**src/sv/pps_pkg.sv**
```systemverilog
// Shared types and constants for the preemptive priority scheduler.
// No dependencies; every other file imports this package.
package pps_pkg;

  // Size of the process table
  localparam int MAX_PROCS = 16;
  localparam int IDX_W     = (MAX_PROCS > 1) ? $clog2(MAX_PROCS) : 1;

  // Item kinds
  localparam logic KIND_LOAD = 1'b0;
  localparam logic KIND_TICK = 1'b1;

  // One input transaction
  typedef struct packed {
    logic        kind;
    logic [3:0]  slot;
    logic [15:0] arrival;
    logic [15:0] burst;
    logic [7:0]  prio;
  } item_t;

  // One result transaction
  typedef struct packed {
    logic        ran;
    logic [3:0]  run_slot;
    logic        finished;
    logic [31:0] turnaround;
    logic [31:0] waiting;
    logic        all_done;
  } result_t;

  // Controller to datapath commands
  typedef struct packed {
    logic load_en;
    logic scan_clr;
    logic scan_step;
    logic update_en;
    logic finish_en;
  } ctrl_cmd_t;

  // Datapath to controller status
  typedef struct packed {
    logic scan_last;
  } dp_sts_t;

  // Controller states
  typedef enum logic [3:0] {
    ST_IDLE   = 4'b0001,
    ST_SCAN   = 4'b0010,
    ST_UPDATE = 4'b0100,
    ST_FINISH = 4'b1000
  } state_t;

endpackage

```
**src/sv/pps_ctrl.sv**
```systemverilog
// Sequencing state machine of the scheduler: accept, scan, update, report.
// Depends on pps_pkg.
module pps_ctrl
  import pps_pkg::*;
(
  input  logic       clk,
  input  logic       rst,
  input  logic       start,
  input  logic       kind,
  input  dp_sts_t    sts,
  output ctrl_cmd_t  cmd,
  output logic       busy
);

  state_t state;
  state_t state_next;

  // State register
  always_ff @(posedge clk) begin
    if (rst) begin
      state <= ST_IDLE;
    end else begin
      state <= state_next;
    end
  end

  // Next state and commands
  always_comb begin
    state_next = state;
    cmd        = '0;
    unique case (state)
      ST_IDLE: begin
        if (start) begin
          if (kind == KIND_LOAD) begin
            cmd.load_en = 1'b1;
          end else begin
            cmd.scan_clr = 1'b1;
            state_next   = ST_SCAN;
          end
        end
      end
      ST_SCAN: begin
        cmd.scan_step = 1'b1;
        if (sts.scan_last) begin
          state_next = ST_UPDATE;
        end
      end
      ST_UPDATE: begin
        cmd.update_en = 1'b1;
        state_next    = ST_FINISH;
      end
      ST_FINISH: begin
        cmd.finish_en = 1'b1;
        state_next    = ST_IDLE;
      end
      default: begin
        state_next = ST_IDLE;
      end
    endcase
  end

  assign busy = (state != ST_IDLE);

endmodule

```
**src/sv/pps_dp.sv**
```systemverilog
// Datapath of the scheduler: process table, slot scan, time and result registers.
// Depends on pps_pkg.
module pps_dp
  import pps_pkg::*;
(
  input  logic       clk,
  input  logic       rst,
  input  item_t      item,
  input  ctrl_cmd_t  cmd,
  output dp_sts_t    sts,
  output result_t    result,
  output logic       done
);

  // Process table, no reset: only read where active is set
  logic [15:0] arrive_mem [MAX_PROCS];
  logic [15:0] burst_mem  [MAX_PROCS];
  logic [15:0] left_mem   [MAX_PROCS];
  logic [7:0]  prio_mem   [MAX_PROCS];

  // Slot is loaded and has work remaining
  logic [MAX_PROCS-1:0] active;
  logic [31:0]          now;

  // Scan state
  logic [IDX_W-1:0] scan_idx;
  logic             found;
  logic [IDX_W-1:0] best_idx;
  logic [7:0]       best_prio;
  logic [15:0]      best_arrive;
  logic [15:0]      best_burst;
  logic [15:0]      best_left;

  // Update results
  logic        fin;
  logic [31:0] tat;

  logic [IDX_W-1:0] load_idx;
  logic             load_ok;
  logic             elig;
  logic             take;

  assign load_idx = IDX_W'(item.slot);
  assign load_ok  = ({28'd0, item.slot} < 32'(MAX_PROCS));

  assign elig = active[scan_idx] && ({16'd0, arrive_mem[scan_idx]} <= now);
  assign take = elig && (!found || (prio_mem[scan_idx] < best_prio));

  assign sts.scan_last = (scan_idx == IDX_W'(MAX_PROCS - 1));

  // Write the table on a load, decrement remaining work on update
  always_ff @(posedge clk) begin
    if (cmd.load_en && load_ok) begin
      arrive_mem[load_idx] <= item.arrival;
      burst_mem[load_idx]  <= item.burst;
      left_mem[load_idx]   <= item.burst;
      prio_mem[load_idx]   <= item.prio;
    end else if (cmd.update_en && found) begin
      left_mem[best_idx] <= best_left - 16'd1;
    end
  end

  // Track which slots still have work
  always_ff @(posedge clk) begin
    if (rst) begin
      active <= '0;
    end else if (cmd.load_en && load_ok) begin
      active[load_idx] <= (item.burst != 16'd0);
    end else if (cmd.update_en && found && (best_left == 16'd1)) begin
      active[best_idx] <= 1'b0;
    end
  end

  // Scan one slot per cycle, keep the best candidate
  always_ff @(posedge clk) begin
    if (rst) begin
      scan_idx <= '0;
      found    <= 1'b0;
    end else if (cmd.scan_clr) begin
      scan_idx <= '0;
      found    <= 1'b0;
    end else if (cmd.scan_step) begin
      scan_idx <= scan_idx + IDX_W'(1);
      if (take) begin
        found <= 1'b1;
      end
    end
  end

  always_ff @(posedge clk) begin
    if (cmd.scan_step && take) begin
      best_idx    <= scan_idx;
      best_prio   <= prio_mem[scan_idx];
      best_arrive <= arrive_mem[scan_idx];
      best_burst  <= burst_mem[scan_idx];
      best_left   <= left_mem[scan_idx];
    end
  end

  // Compute completion and turnaround of the chosen slot
  always_ff @(posedge clk) begin
    if (cmd.update_en) begin
      fin <= found && (best_left == 16'd1);
      tat <= now + 32'd1 - {16'd0, best_arrive};
    end
  end

  // Advance time
  always_ff @(posedge clk) begin
    if (rst) begin
      now <= '0;
    end else if (cmd.finish_en) begin
      now <= now + 32'd1;
    end
  end

  // Register the result transaction and its strobe
  always_ff @(posedge clk) begin
    if (rst) begin
      done <= 1'b0;
    end else begin
      done <= cmd.finish_en;
    end
  end

  always_ff @(posedge clk) begin
    if (cmd.finish_en) begin
      result.ran        <= found;
      result.run_slot   <= found ? 4'(best_idx) : 4'd0;
      result.finished   <= fin;
      result.turnaround <= fin ? tat : 32'd0;
      result.waiting    <= fin ? (tat - {16'd0, best_burst}) : 32'd0;
      result.all_done   <= ~|active;
    end
  end

endmodule

```
**src/sv/preemptive_priority_scheduler.sv**
```systemverilog
// Top level of the preemptive priority scheduler.
// Depends on pps_pkg, pps_ctrl and pps_dp.

// A load transaction (kind 0) writes one process slot and gives no result;
// busy stays low. A tick transaction (kind 1) walks the MAX_PROCS slots one
// per cycle to find the arrived slot with the smallest priority number
// (lowest slot wins ties), then updates that slot in the UPDATE state and
// forms the result in the FINISH state: done pulses for one cycle, registered
// from FINISH, and busy is high through SCAN, UPDATE and FINISH. Results
// must be captured in the cycle done is high; there is no way to hold them
// off. Every tick gives a result, idle ticks included (ran low).
module preemptive_priority_scheduler
  import pps_pkg::*;
(
  input  logic    clk,
  input  logic    rst,
  input  logic    start,
  output logic    busy,
  input  item_t   item,
  output logic    done,
  output result_t result
);

  ctrl_cmd_t cmd;
  dp_sts_t   sts;

  pps_ctrl u_ctrl (
    .clk   (clk),
    .rst   (rst),
    .start (start),
    .kind  (item.kind),
    .sts   (sts),
    .cmd   (cmd),
    .busy  (busy)
  );

  pps_dp u_dp (
    .clk    (clk),
    .rst    (rst),
    .item   (item),
    .cmd    (cmd),
    .sts    (sts),
    .result (result),
    .done   (done)
  );

endmodule
```
**config.mk**
```make
export PLATFORM = sky130hd
export DESIGN_NAME = preemptive_priority_scheduler
export DESIGN_NICKNAME = d
export VERILOG_FILES = /design/src/sv/pps_pkg.sv /design/src/sv/pps_ctrl.sv /design/src/sv/pps_dp.sv /design/src/sv/preemptive_priority_scheduler.sv
export SDC_FILE = /design/constraint.sdc
export NUM_CORES = 1
export LEC_CHECK = 0
export BUFFER_PORTS_ARGS = -buffer_cell sky130_fd_sc_hd__buf_2
export CAP_MARGIN = 30
export CORE_ASPECT_RATIO = 0.75
export CORE_MARGIN = 4
export CORE_UTILIZATION = 53
export CTS_BUF_LIST = sky130_fd_sc_hd__clkbuf_8 sky130_fd_sc_hd__clkbuf_16
export DETAILED_ROUTE_END_ITERATION = 8
export PLACE_DENSITY = 0.68
export SYNTH_ARGS = -nofsm -noshare
export SYNTH_HDL_FRONTEND = slang
export SYNTH_HIERARCHICAL = 1
export SYNTH_SLANG_ARGS = --single-unit
```
**constraint.sdc**
```tcl
create_clock -name clk -period 15.2 [get_ports clk]
set_input_delay 0.76 -clock clk [delete_from_list [all_inputs] [get_ports clk]]
set_output_delay 0.76 -clock clk [all_outputs]
set_load 0.03 [all_outputs]
```
# ---- Yosys cells after proc, flatten, opt, wreduce, memory -nomap -nowiden
# Memory sizes are Yosys's and may differ from the RTL's. A register that Yosys moved wholly into a read port is not among the register bits.
# Index checks and enable logic that the tools add are counted.
dict set report totals {
  register_bits 190
  memories 4
  wordCells 95
  ram_bits 896
  in_bits 48
  output_inout_bits 73
}
# name depth width read_ports rd_clocked_by_memory_dff wr line
set mem_list {}
lappend mem_list {u_dp.arrive_mem 16 16 1 1 1 pps_dp.sv:16} ;# logic [15:0] arrive_mem [MAX_PROCS];
lappend mem_list {u_dp.burst_mem 16 16 1 1 1 pps_dp.sv:17} ;# logic [15:0] burst_mem [MAX_PROCS];
lappend mem_list {u_dp.left_mem 16 16 1 1 1 pps_dp.sv:18} ;# logic [15:0] left_mem [MAX_PROCS];
lappend mem_list {u_dp.prio_mem 16 8 1 1 1 pps_dp.sv:19} ;# logic [7:0] prio_mem [MAX_PROCS];
dict set report op_classes {
  n_mux 32
  magnitude_cmp 7
  n_reduce_logical 18
  n_addsub 5
  bitwise 2
  n_eq_ne 10
}
# cell n
set op_table {}
lappend op_table {{$sub A32 B16 Y32} 2}
lappend op_table {{$mux W16} 3}
lappend op_table {{$add A32 B1 Y32 const B} 1}
lappend op_table {{$le A16 B32 Y1} 1}
lappend op_table {{$mux W4} 8}
lappend op_table {{$reduce_or A16 Y1} 2}
lappend op_table {{$and A16 B16 Y16} 1}
lappend op_table {{$bwmux W16} 1}
lappend op_table {{$eq A16 B1 Y1 const B} 1}
lappend op_table {{$not A16 Y16} 1}
lappend op_table {{$reduce_bool A16 Y1} 1}
lappend op_table {{$sub A16 B1 Y16 const B} 1}
lappend op_table {{$lt A4 B5 Y1 const B} 3}
lappend op_table {{$mux W1} 14}
lappend op_table {{$pmux W4 S3} 1}
lappend op_table {{$demux W1 S4} 2}
lappend op_table {{$eq A4 B4 Y1 const B} 2}
lappend op_table {{$ge A4 B1 Y1 const B} 2}
lappend op_table {{$logic_and A1 B1 Y1} 8}
lappend op_table {{$lt A8 B8 Y1} 1}
lappend op_table {{$ne A2 B2 Y1 const B} 3}
lappend op_table {{$add A4 B1 Y4 const B} 1}
lappend op_table {{$bmux W1 S4} 1}
lappend op_table {{$eq A4 B1 Y1 const B} 1}
lappend op_table {{other kinds (10)} 12}

# ---- Longest topological paths before layout
# Gate-level depths: netlist of the first run.
dict set report logic_depth {
  depth_word 8
  mapped_depth 16
  depth_no_buf 16
}

# ---- Cells and area by module
# Netlist of the first run, hierarchy kept.
# module seq_area_each_um2 cells_per_inst area_per_inst_um2 instances
set modules_own_cells {}
lappend modules_own_cells {pps_dp 32991.6 2438 45514.9 1}
lappend modules_own_cells {pps_ctrl 80.1 20 210.2 1}

# ---- Least setup slack after synthesis of the first run
# OpenSTA, ideal clock, no wires.
dict set report synth_timing {
  path_kind {register -> register}
  start {register u_ctrl.state[3]}
  end {register u_dp.now[28]}
  setup_ns 0.128
  setup_slack_ns 5.470
  arrival_time_ns 9.603
  stages_incl_launch_ff 6
  n_path_buf 0
  required_ns 15.072
  period_less_slack_ns 9.730
  cell_sequence {dfxtp_1 > nor4b_1 > inv_1 > or2_2 > xor2_1 > nor2_1}
}
# item line
set synth_rtl {}
lappend synth_rtl {{from (decl)} pps_ctrl.sv:15} ;# state_t state;
lappend synth_rtl {{from (signal assigned)} pps_ctrl.sv:23} ;# state <= state_next;
lappend synth_rtl {{to (signal assigned)} pps_dp.sv:113} ;# now <= now + 32'd1;
lappend synth_rtl {{to (decl)} pps_dp.sv:23} ;# logic [31:0] now;

==> run metrics, run 1 <==
status finished, final reports clean; Inserted Clock Buffers between 100 and 150; cell family with most CP delay buffers and inverters; drt pass-1 iters 6; initial core utilization 0.539; CP Data Arrival Time 5.86 ns; Setup TNS Final 0 ns; Clk pwr share 0.429; vias in the first global route 23800; Async SR Flop Fraction 0; first-pass GRT wire length 157 mm; core area 84800 um2; CP max stage delay between 0.8 and 0.9 ns; switching share of total power 0.200; CP Max Fanout between 40 and 50; # rows 92; sequential fraction of the synthesis area 0.723; Final Util 0.610; Setup Viol. Count Final 0; post-route DRC violation count 0; Post-CTS Hold Buffers 0; LEAKAGE between 0.015 and 0.02 uW; Congestion Overflow GR 0; Setup Buffers After CTS 0; DRT antenna net count 0; type of the worst setup path reg2reg; Via density approximately 6.2; crit path max-delay cell type dfxtp_4; CP bufs+invs 3; fmax 0.180 GHz; Max transition margin 0.289; Synth Net Count 2567; routed length per instance 27.3 um; CTS Sinks 1122; worst-case clock skew 0.0406 ns; Placed Area 48100 um2; commonest non-fill, non-tap cells in the layout 1060 x edfxtp_1, 285 x mux4_2, 132 x nor2_1; predominant post-synthesis flop cell edfxtp_1; pwr/cell area 119 nW/um2; Worst Hold Class in2reg; library cells used by synthesis 67; CTS H-tree depth 3; period utilization 0.365; Area contributors post-synth edfxtp_1 70%, mux4_2 14%, dfxtp_1 2.7%; largest net degree at the start of global routing 76; clock latency on the worst-skew pair ~0.69 ns; sequential share of power 0.553; total track usage 0.231; Max Cap Violations 0; post-route cell area 51700 um2; internal power 4910 uW; routed via count 24000; WL final 106 mm; Worst EP required 15.51 ns; top-area cell type share of the netlist area 0.696; yosys warns 6; actual slew at the worst max-slew pin 1.06 ns; Worst Setup End Kind flop; layout cell share with drive strength beyond 1 0.256; Die H 262 um; Startpoint Class flop; PortBufs between 100 and 150; GP Congestion 0.886; Pins Over Slew Limit 0; syn avg cell area approximately 19 um2; Post-Syn Instances ~2500; setup repair after global routing missed its margin no; WHS ~0.44 ns; die area 91100 um2; crit-path cells buf_4 > buf_16 > mux4_2 > mux4_2 > ha_1 > a21oi_1 > nor2_1 > a211oi_1 > o21ai_0 > a21oi_1 > o21a_4 > buf_4; dpl hpwl 60.7 mm; Max VDD drop 0.0823 mV; clk buf depth 3; Final Hold Vio Count 0; CTS tree built; Comb pwr share 0.018; final net count roughly 2800; Clk pin slew, worst setup/hold paths 0.06 ns; EDFF count, synth 1060; DRT iter0 DRCs ~2600; Syn Std Cell Area between 40000 and 50000 um2; Final Critical Period around 5.5 ns; Seq cells post-synth 1122; Yosys top cell by area edfxtp_1; total power 6130 uW; commonest non-fill, non-tap cell in the layout edfxtp_1; post-cts sizing count 0; initial antenna violation count 3; Root Buffer clkbuf_16; io pins about 120; synth-to-layout area growth 13.1%; NetSw 1230 uW; DIE WIDTH 347 um
==> worst paths after layout <==
path	endpoint	start	slack, ns	cells after the start
worst max-delay path	u_dp/best_idx[2]	flop	9.65	12
worst min-delay path	u_dp/arrive_mem[11][0]	item[24]	0.44	1
worst max register to register	u_dp/best_idx[2]	flop	9.65	12
worst min register to register	u_dp/active[12]	u_dp/active[12]	0.51	2
==> cell families after synthesis <==
kind of cell / after synthesis / synth area share
AOI/OAI and AO/OA: 197 / 0.0265
xor gates and xnor gates: 112 / 0.0215
adders and majority gates: 61 / 0.0170
buffers and inverters: 195 / 0.0161
DFF: 1122 / 0.723
muxes: 299 / 0.144
and+or+nand+nor: 472 / 0.0520
==> synthesized netlist by cell type (3+ instances only) <==
cell type  count
o21bai_1       3
o2111ai_1      3
nor2_1       144
nor4_1        21
and4_1         5
buf_1         33
o21ai_0       57
nand3_1       27
nor3_1        48
a21o_1        14
nand4_1       26
a31oi_1       15
or2_2          4
or3_4          3
xnor2_1       75
a22oi_1        4
nor4b_1        4
mux2_2         8
dfxtp_1       62
inv_1         81
nor2b_1       19
xor2_1        37
o22ai_1        3
ha_1          59
nand2_1       86
and3_1        16
or3_1          5
and2_1        37
o21a_1        13
a211oi_1       7
o211ai_1       3
a21oi_1       53
mux4_2       285
mux2i_1        5
o31ai_1        3
clkbuf_1      79
nand2b_1      10
or4_1          3
edfxtp_1    1060
nor3b_1        4
==> through the flow <==
stage	setup slack [ns]	std cells
3_5_place_dp	9.58	3668
6_report	9.65	3869
3_3_place_gp	9.33	3658
4_1_cts	9.58	3863
2_1_floorplan	5.47	2458
5_1_grt	9.23	3868
==> layer usage <==
metal | wire [um] | track usage | vias up | part of all wire
met5 | 0 | 0 | - | 0
met4 | 2140 | 0.0483 | 0 | 0.020
met3 | 9560 | 0.0501 | 163 | 0.090
met2 | 48400 | 0.348 | 1215 | 0.46
met1 | 45600 | 0.355 | 12400 | 0.43
li1 | - | - | 10200 | -
==> sequential cells by signal, summed over array words and instances (netlist names), 8 cells and up, named ones only <==
register          cells
u_dp/best_arrive     16
u_dp/now             32
u_dp/best_prio        8
u_dp/active          16
u_dp/tat             32
u_dp/prio_mem       128
u_dp/best_left       16
u_dp/arrive_mem     256
u_dp/best_burst      16
u_dp/result          71
u_dp/left_mem       256
u_dp/burst_mem      256
==> worst reg2reg max path: stages, from the launching register on <==
cell	delay [ns]
dfxtp_4	0.89
buf_4	0.48
buf_16	0.32
mux4_2	0.61
mux4_2	0.48
ha_1	0.31
a21oi_1	0.15
nor2_1	0.05
a211oi_1	0.19
o21ai_0	0.17
a21oi_1	0.43
o21a_4	0.39
buf_4	0.67
==> power by group through the flow <==
stage | clock network (uW) | logic (uW) | registers (uW)
floorplan | 0 | 49.5 | 3460
global placement | 0 | 101 | 3460
global route | 2820 | 119 | 3390
detailed placement | 0 | 108 | 3460
finish | 2630 | 110 | 3390
CTS | 2680 | 108 | 3390
==> final cells by class <==
cell class / count / area (um2)
well taps: 1128 / 1410
clock inverters: 85 / 803
clock buffers: 110 / 2710
fillers: 5858 / 33100
multi-input cells: 1141 / 12100
diodes: 2 / 5.00
repair buffers: 199 / 1330
flip-flops and latches: 1122 / 33100
inverters: 82 / 308
No activity file was read; power rests on OpenSTA's default activity.
==> inputs of run 2 (changes only) <==
- PLACE_DENSITY: 0.68 -> 0.71
- clock period: 15.2 -> 4.85 ns (I/O delays scaled with it)
==> run metrics, run 2 (synthesized netlist as in run 1, its figures left out) <==
status finished, final reports clean (unchanged); Largest regs u_dp/arrive_mem (256), u_dp/burst_mem (256), u_dp/left_mem (256) (unchanged); die area 91100 um2 (unchanged); GP Congestion 0.897 (was 0.886); Inserted Clock Buffers 105 (unchanged); Clk pin slew, worst setup/hold paths 0.07 ns (was 0.06 ns); CTS H-tree depth 3 (unchanged); drt pass-1 iters 6 (unchanged); DRT iter0 DRCs 3261 (was 2628); Placed Area 48400 um2 (was 48100 um2); DRT antenna net count 0 (unchanged); commonest non-fill, non-tap cell in the layout edfxtp_1 (unchanged); post-route DRC violation count 0 (unchanged); Final Hold Vio Count 0 (unchanged); CTS Sinks 1122 (unchanged); fill count 5824 (was 5858); core area 84800 um2 (unchanged); # rows 92 (unchanged); Startpoint Class flop (unchanged); Max Cap Violations 0 (unchanged); PortBufs 120 (unchanged); vias in the first global route 24300 (was 23800); LEAKAGE 0.0168 uW (was 0.0165 uW); largest net degree at the start of global routing 112 (was 76); period utilization 0.904 (was 0.365); Max transition margin 0.249 (was 0.289); fmax 0.228 GHz (was 0.180 GHz); Final Critical Period 4.38 ns (was 5.55 ns); clock latency on the worst-skew pair 0.69 ns (about the same); io pins 121 (unchanged); total track usage 0.232 (was 0.231); Setup Buffers After CTS 0 (unchanged); area occupied by multi-input gates 12100 um2 (about the same); first-pass GRT wire length 158 mm (was 157 mm); Register Area 33100 um2 (unchanged); routed length per instance 26.9 um (was 27.3 um); dpl hpwl 63.4 mm (was 60.7 mm); pwr/cell area 370 nW/um2 (was 119 nW/um2); layout cell share with drive strength beyond 1 0.255 (was 0.256); Die H 262 um (unchanged); post-route cell area 52400 um2 (was 51700 um2); initial antenna violation count 3 (unchanged); type of the worst setup path reg2reg (unchanged); worst-case clock skew 0.0464 ns (was 0.0406 ns); Root Buffer clkbuf_16 (unchanged); WL final 106 mm (about the same); CTS tree built (unchanged); Worst Setup End Kind flop (unchanged); dpl ws 0.326 ns (was 9.58 ns); Setup Viol. Count Final 0 (unchanged); DIE WIDTH 347 um (unchanged); actual slew at the worst max-slew pin 1.12 ns (was 1.06 ns); Pins Over Slew Limit 0 (unchanged); Congestion Overflow GR 0 (unchanged); synth-to-layout area growth 14.6% (was 13.1%); initial core utilization 0.539 (unchanged); setup slack after layout 0.465 ns (was 9.65 ns); routed via count 24400 (was 24000); Worst Hold Class in2reg (unchanged); clk buf depth 3 (unchanged); Worst EP required 5.22 ns (was 15.51 ns); Via density 6.22 (was 6.21); CP Data Arrival Time 4.75 ns (was 5.86 ns); commonest non-fill, non-tap cells in the layout 1060 x edfxtp_1, 285 x mux4_2, 132 x nor2_1 (unchanged); Max VDD drop 0.272 mV (was 0.0823 mV); final net count 2817 (was 2760); CP Max Fanout 24 (was 44); setup repair after global routing missed its margin no (unchanged); Setup TNS Final 0 ns (unchanged)
run 2: power by group:
part | internal (uW) | switching [uW]
registers | 10600 | 19.1
clock network | 4830 | 3570
logic | 125 | 246
run 2: stage by stage:
stage	cells	power, uW	hold slack [ns]	util
after floorplan	2458	11000	0.314	-
after global placement	3681	11200	0.481	0.570
after detailed placement	3687	11200	0.496	0.570
after CTS	3924	19600	0.00498	0.617
after global routing	3928	20000	0.0178	0.618
final	3929	19400	0.0375	0.618
run 2: area by class of cell:
class                   count  area share
well taps                1128      0.0269
diodes                      2   0.0000955
repair buffers            256      0.0369
inverters                  82     0.00587
clock buffers             105      0.0501
multi-input cells        1141       0.231
flip-flops and latches   1122       0.631
clock inverters            93      0.0181
run 2: worst max-delay path, cell delays in order (launching register included):
cell      delay (ns)
dfxtp_4         0.71
buf_12          0.27
mux4_2          0.52
mux4_2          0.52
ha_1            0.33
o21a_1          0.12
o21ai_0         0.19
nand2b_1        0.08
a211oi_1        0.21
o21ai_0         0.15
a31oi_1         0.28
o21a_4          0.37
buf_12          0.25
run 2: worst paths after layout:
check / slack (ns) / startpoint / endpoint / cells past startpoint
worst max-delay path: 0.47 / flop / u_dp/best_prio[1] / 12
worst min-delay path: 0.04 / item[17] / u_dp/burst_mem[12][9] / 1
worst max register to register: 0.47 / flop / u_dp/best_prio[1] / 12
worst min register to register: 0.51 / u_dp/active[5] / u_dp/active[5] / 2
run 2: per-layer routing:
metal | track usage | share of wire
met1 | 0.353 | 0.41
met2 | 0.348 | 0.46
met5 | 0 | 0.00012
met4 | 0.0583 | 0.023
met3 | 0.0479 | 0.10
run 2: repair_timing:
action / 4_1_cts / 5_1_grt
hold buffers: 39 / 0
endpoints found under the setup margin: 0 / 6
endpoints found under the hold margin: 599 / 0
resized for setup: 0 / 3
==> inputs of run 3 (changes only) <==
- CORE_UTILIZATION: 53 -> 55
- PLACE_DENSITY: 0.71 -> 0.73
==> run metrics, run 3 (synthesized netlist as in run 1, its figures left out) <==
GP Congestion 0.908 (was 0.897); CTS Sinks 1122 (unchanged); DRT antenna net count 0 (unchanged); first-pass GRT wire length 162 mm (was 158 mm); Setup Buffers After CTS 0 (unchanged); die area 87900 um2 (was 91100 um2); CTS H-tree depth 3 (unchanged); clock latency on the worst-skew pair 0.70 ns (was 0.69 ns); CP max stage delay 0.50 ns (was 0.71 ns); cell family with most CP delay compound AO/OA/AOI/OAI gates (unchanged); io pins 121 (unchanged); WHS 0.0469 ns (was 0.0375 ns); Clk pin slew, worst setup/hold paths 0.06 ns (was 0.07 ns); Setup Viol. Count Final 0 (unchanged); actual slew at the worst max-slew pin 1.00 ns (was 1.12 ns); # rows 91 (was 92); Setup TNS Final 0 ns (unchanged); Final Non-Filler Cells 3905 (was 3929); crit-path cells ha_1 > nand3_1 > nor2_1 > nand2_1 > nor3_1 > xnor2_1 > ha_1 > a21oi_1 > o21ai_0 > a2111oi_0 > o21ai_0 > nor2_2 > mux2_2 > a31oi_1 > xnor2_1 (was buf_12 > mux4_2 > mux4_2 > ha_1 > o21a_1 > o21ai_0 > nand2b_1 > a211oi_1 > o21ai_0 > a31oi_1 > o21a_4 > buf_12); post-route DRC violation count 0 (unchanged); routed length per instance 27.6 um (was 26.9 um); vias in the first global route 24600 (was 24300); CP Max Fanout 7 (was 24); commonest non-fill, non-tap cells in the layout 1060 x edfxtp_1, 285 x mux4_2, 131 x nor2_1 (was 1060 x edfxtp_1, 285 x mux4_2, 132 x nor2_1); Max VDD drop 0.286 mV (was 0.272 mV); Largest regs u_dp/arrive_mem (256), u_dp/burst_mem (256), u_dp/left_mem (256) (unchanged); layout cell share with drive strength beyond 1 0.252 (was 0.255); worst-case clock skew 0.0552 ns (was 0.0464 ns); Inserted Clock Buffers 104 (was 105); drt pass-1 iters 8 (was 6); pwr/cell area 372 nW/um2 (was 370 nW/um2); commonest non-fill, non-tap cell in the layout edfxtp_1 (unchanged); Reg2Reg Capture Point u_dp/tat[20] (was u_dp/best_prio[1]); dpl ws 0.429 ns (was 0.326 ns); crit path max-delay cell type a2111oi_0 (was dfxtp_4); core area 82300 um2 (was 84800 um2); CTS tree built (unchanged); worst reg2reg setup slack 0.32 ns (was 0.47 ns); r2r startpoint u_dp/now[0]; final net count 2810 (was 2817); Hold Crit Start item[16] (was item[17]); DIE WIDTH 341 um (was 347 um); period utilization 0.934 (was 0.904); Worst EP required 5.24 ns (was 5.22 ns); placed instance count 3670 (was 3687); DRT iter0 DRCs 3543 (was 3261); setup repair after global routing missed its margin no (unchanged); Worst Hold Class in2reg (unchanged); WL final 108 mm (was 106 mm); hold endpoint u_dp/burst_mem[12][8] (was u_dp/burst_mem[12][9]); Final Hold Vio Count 0 (unchanged); Final Critical Period 4.53 ns (was 4.38 ns); fill count 5518 (was 5824); status finished, final reports clean (unchanged); dpl hpwl 62.7 mm (was 63.4 mm); Final Util 0.636 (was 0.618); Max Cap Violations 0 (unchanged); PortBufs 120 (unchanged); synth-to-layout area growth 14.5% (was 14.6%); total track usage 0.247 (was 0.232); fmax 0.221 GHz (was 0.228 GHz); Via density 6.31 (was 6.22); type of the worst setup path reg2reg (unchanged); clk buf depth 3 (unchanged); Worst Setup End Kind flop (unchanged); Pins Over Slew Limit 0 (unchanged); setup slack after layout 0.318 ns (was 0.465 ns); CP bufs+invs 0 (was 2); Root Buffer clkbuf_16 (unchanged); initial antenna violation count 3 (unchanged); Die H 258 um (was 262 um); LEAKAGE 0.0168 uW (about the same); Startpoint Class flop (unchanged); CP Data Arrival Time 4.92 ns (was 4.75 ns); Worst R2R Path Depth 15 (was 12); routed via count 24600 (was 24400); Congestion Overflow GR 0 (unchanged); Max transition margin 0.331 (was 0.249); Hold Crit Depth 1 (unchanged); largest net degree at the start of global routing 95 (was 112); initial core utilization 0.555 (was 0.539)
## run 3: cell types whose count changed in the layout (fill, tap and decap cells not counted), moves of 2 or more
cell and change:
buf_2 -3, buf_4 -4, clkbuf_8 +3, clkinv_1 +7, clkinv_2 -2, clkinv_4 -3, clkinv_8 -3, inv_1 -8
## run 3: cell type report
class	instances	area, um2	share of cell area
Sequential cell	1122	33100	0.632
Multi-Input combinational cell	1141	12100	0.231
Clock buffer	107	2640	0.0505
Timing Repair Buffer	250	1900	0.0363
Tap cell	1116	1400	0.0267
Clock inverter	85	917	0.0175
Inverter	82	308	0.00588
Antenna cell	2	5.00	0.0000956
## run 3: what timing repair did
action | 4_1_cts | 5_1_grt
resized for setup | 0 | 3
setup endpoints to repair | 0 | 4
hold buffers | 40 | 0
endpoints found under the hold margin | 600 | 0
## run 3: where the power goes
part           switching [uW]  leakage, uW  internal, uW
Combinational             252      0.00492           126
Sequential               19.3       0.0101         10600
Clock                    3570      0.00176          4870
Total                    3840       0.0168         15600
## run 3: worst max-delay path by stage
stage	startpoint	endpoint	depth (start not counted)
final	u_dp/now[0]	u_dp/tat[20]	15
after global routing	u_dp/now[0]	u_dp/tat[24]	15
after CTS	u_dp/now[0]	u_dp/tat[20]	15
after detailed placement	u_dp/now[0]	u_dp/tat[20]	15
after global placement	u_dp/now[0]	u_dp/tat[20]	15
after floorplan	u_ctrl/state[1]	u_dp/active[12]	9
## run 3: worst reg2reg max path, delay by kind of cell (launching register included)
kind	cells	cell delay, ns
compound gates	5	1.33
mux	1	0.37
simple gates	5	1.25
flops	1	0.47
fa+ha+maj	2	0.59
xor+xnor	2	0.27
## run 3: metal layers
layer | global-route usage | wire length [um] | part of all wire | up-vias
met5 | 0 | 13 | 0.00012 | -
met4 | 0.0557 | 2240 | 0.021 | 2
met3 | 0.0396 | 10600 | 0.098 | 198
met2 | 0.385 | 50800 | 0.47 | 1394
met1 | 0.376 | 44300 | 0.41 | 12700
li1 | - | - | - | 10300
## run 3: metrics by stage
| step | power [uW] | cell area, um2 |
|---|---|---|
| 6_report | 19500 | 52300 |
| 5_1_grt | 20100 | 52300 |
| 4_1_cts | 19600 | 52300 |
| 3_5_place_dp | 11200 | 48400 |
| 3_3_place_gp | 11200 | 48400 |
| 2_1_floorplan | 11000 | 45800 |
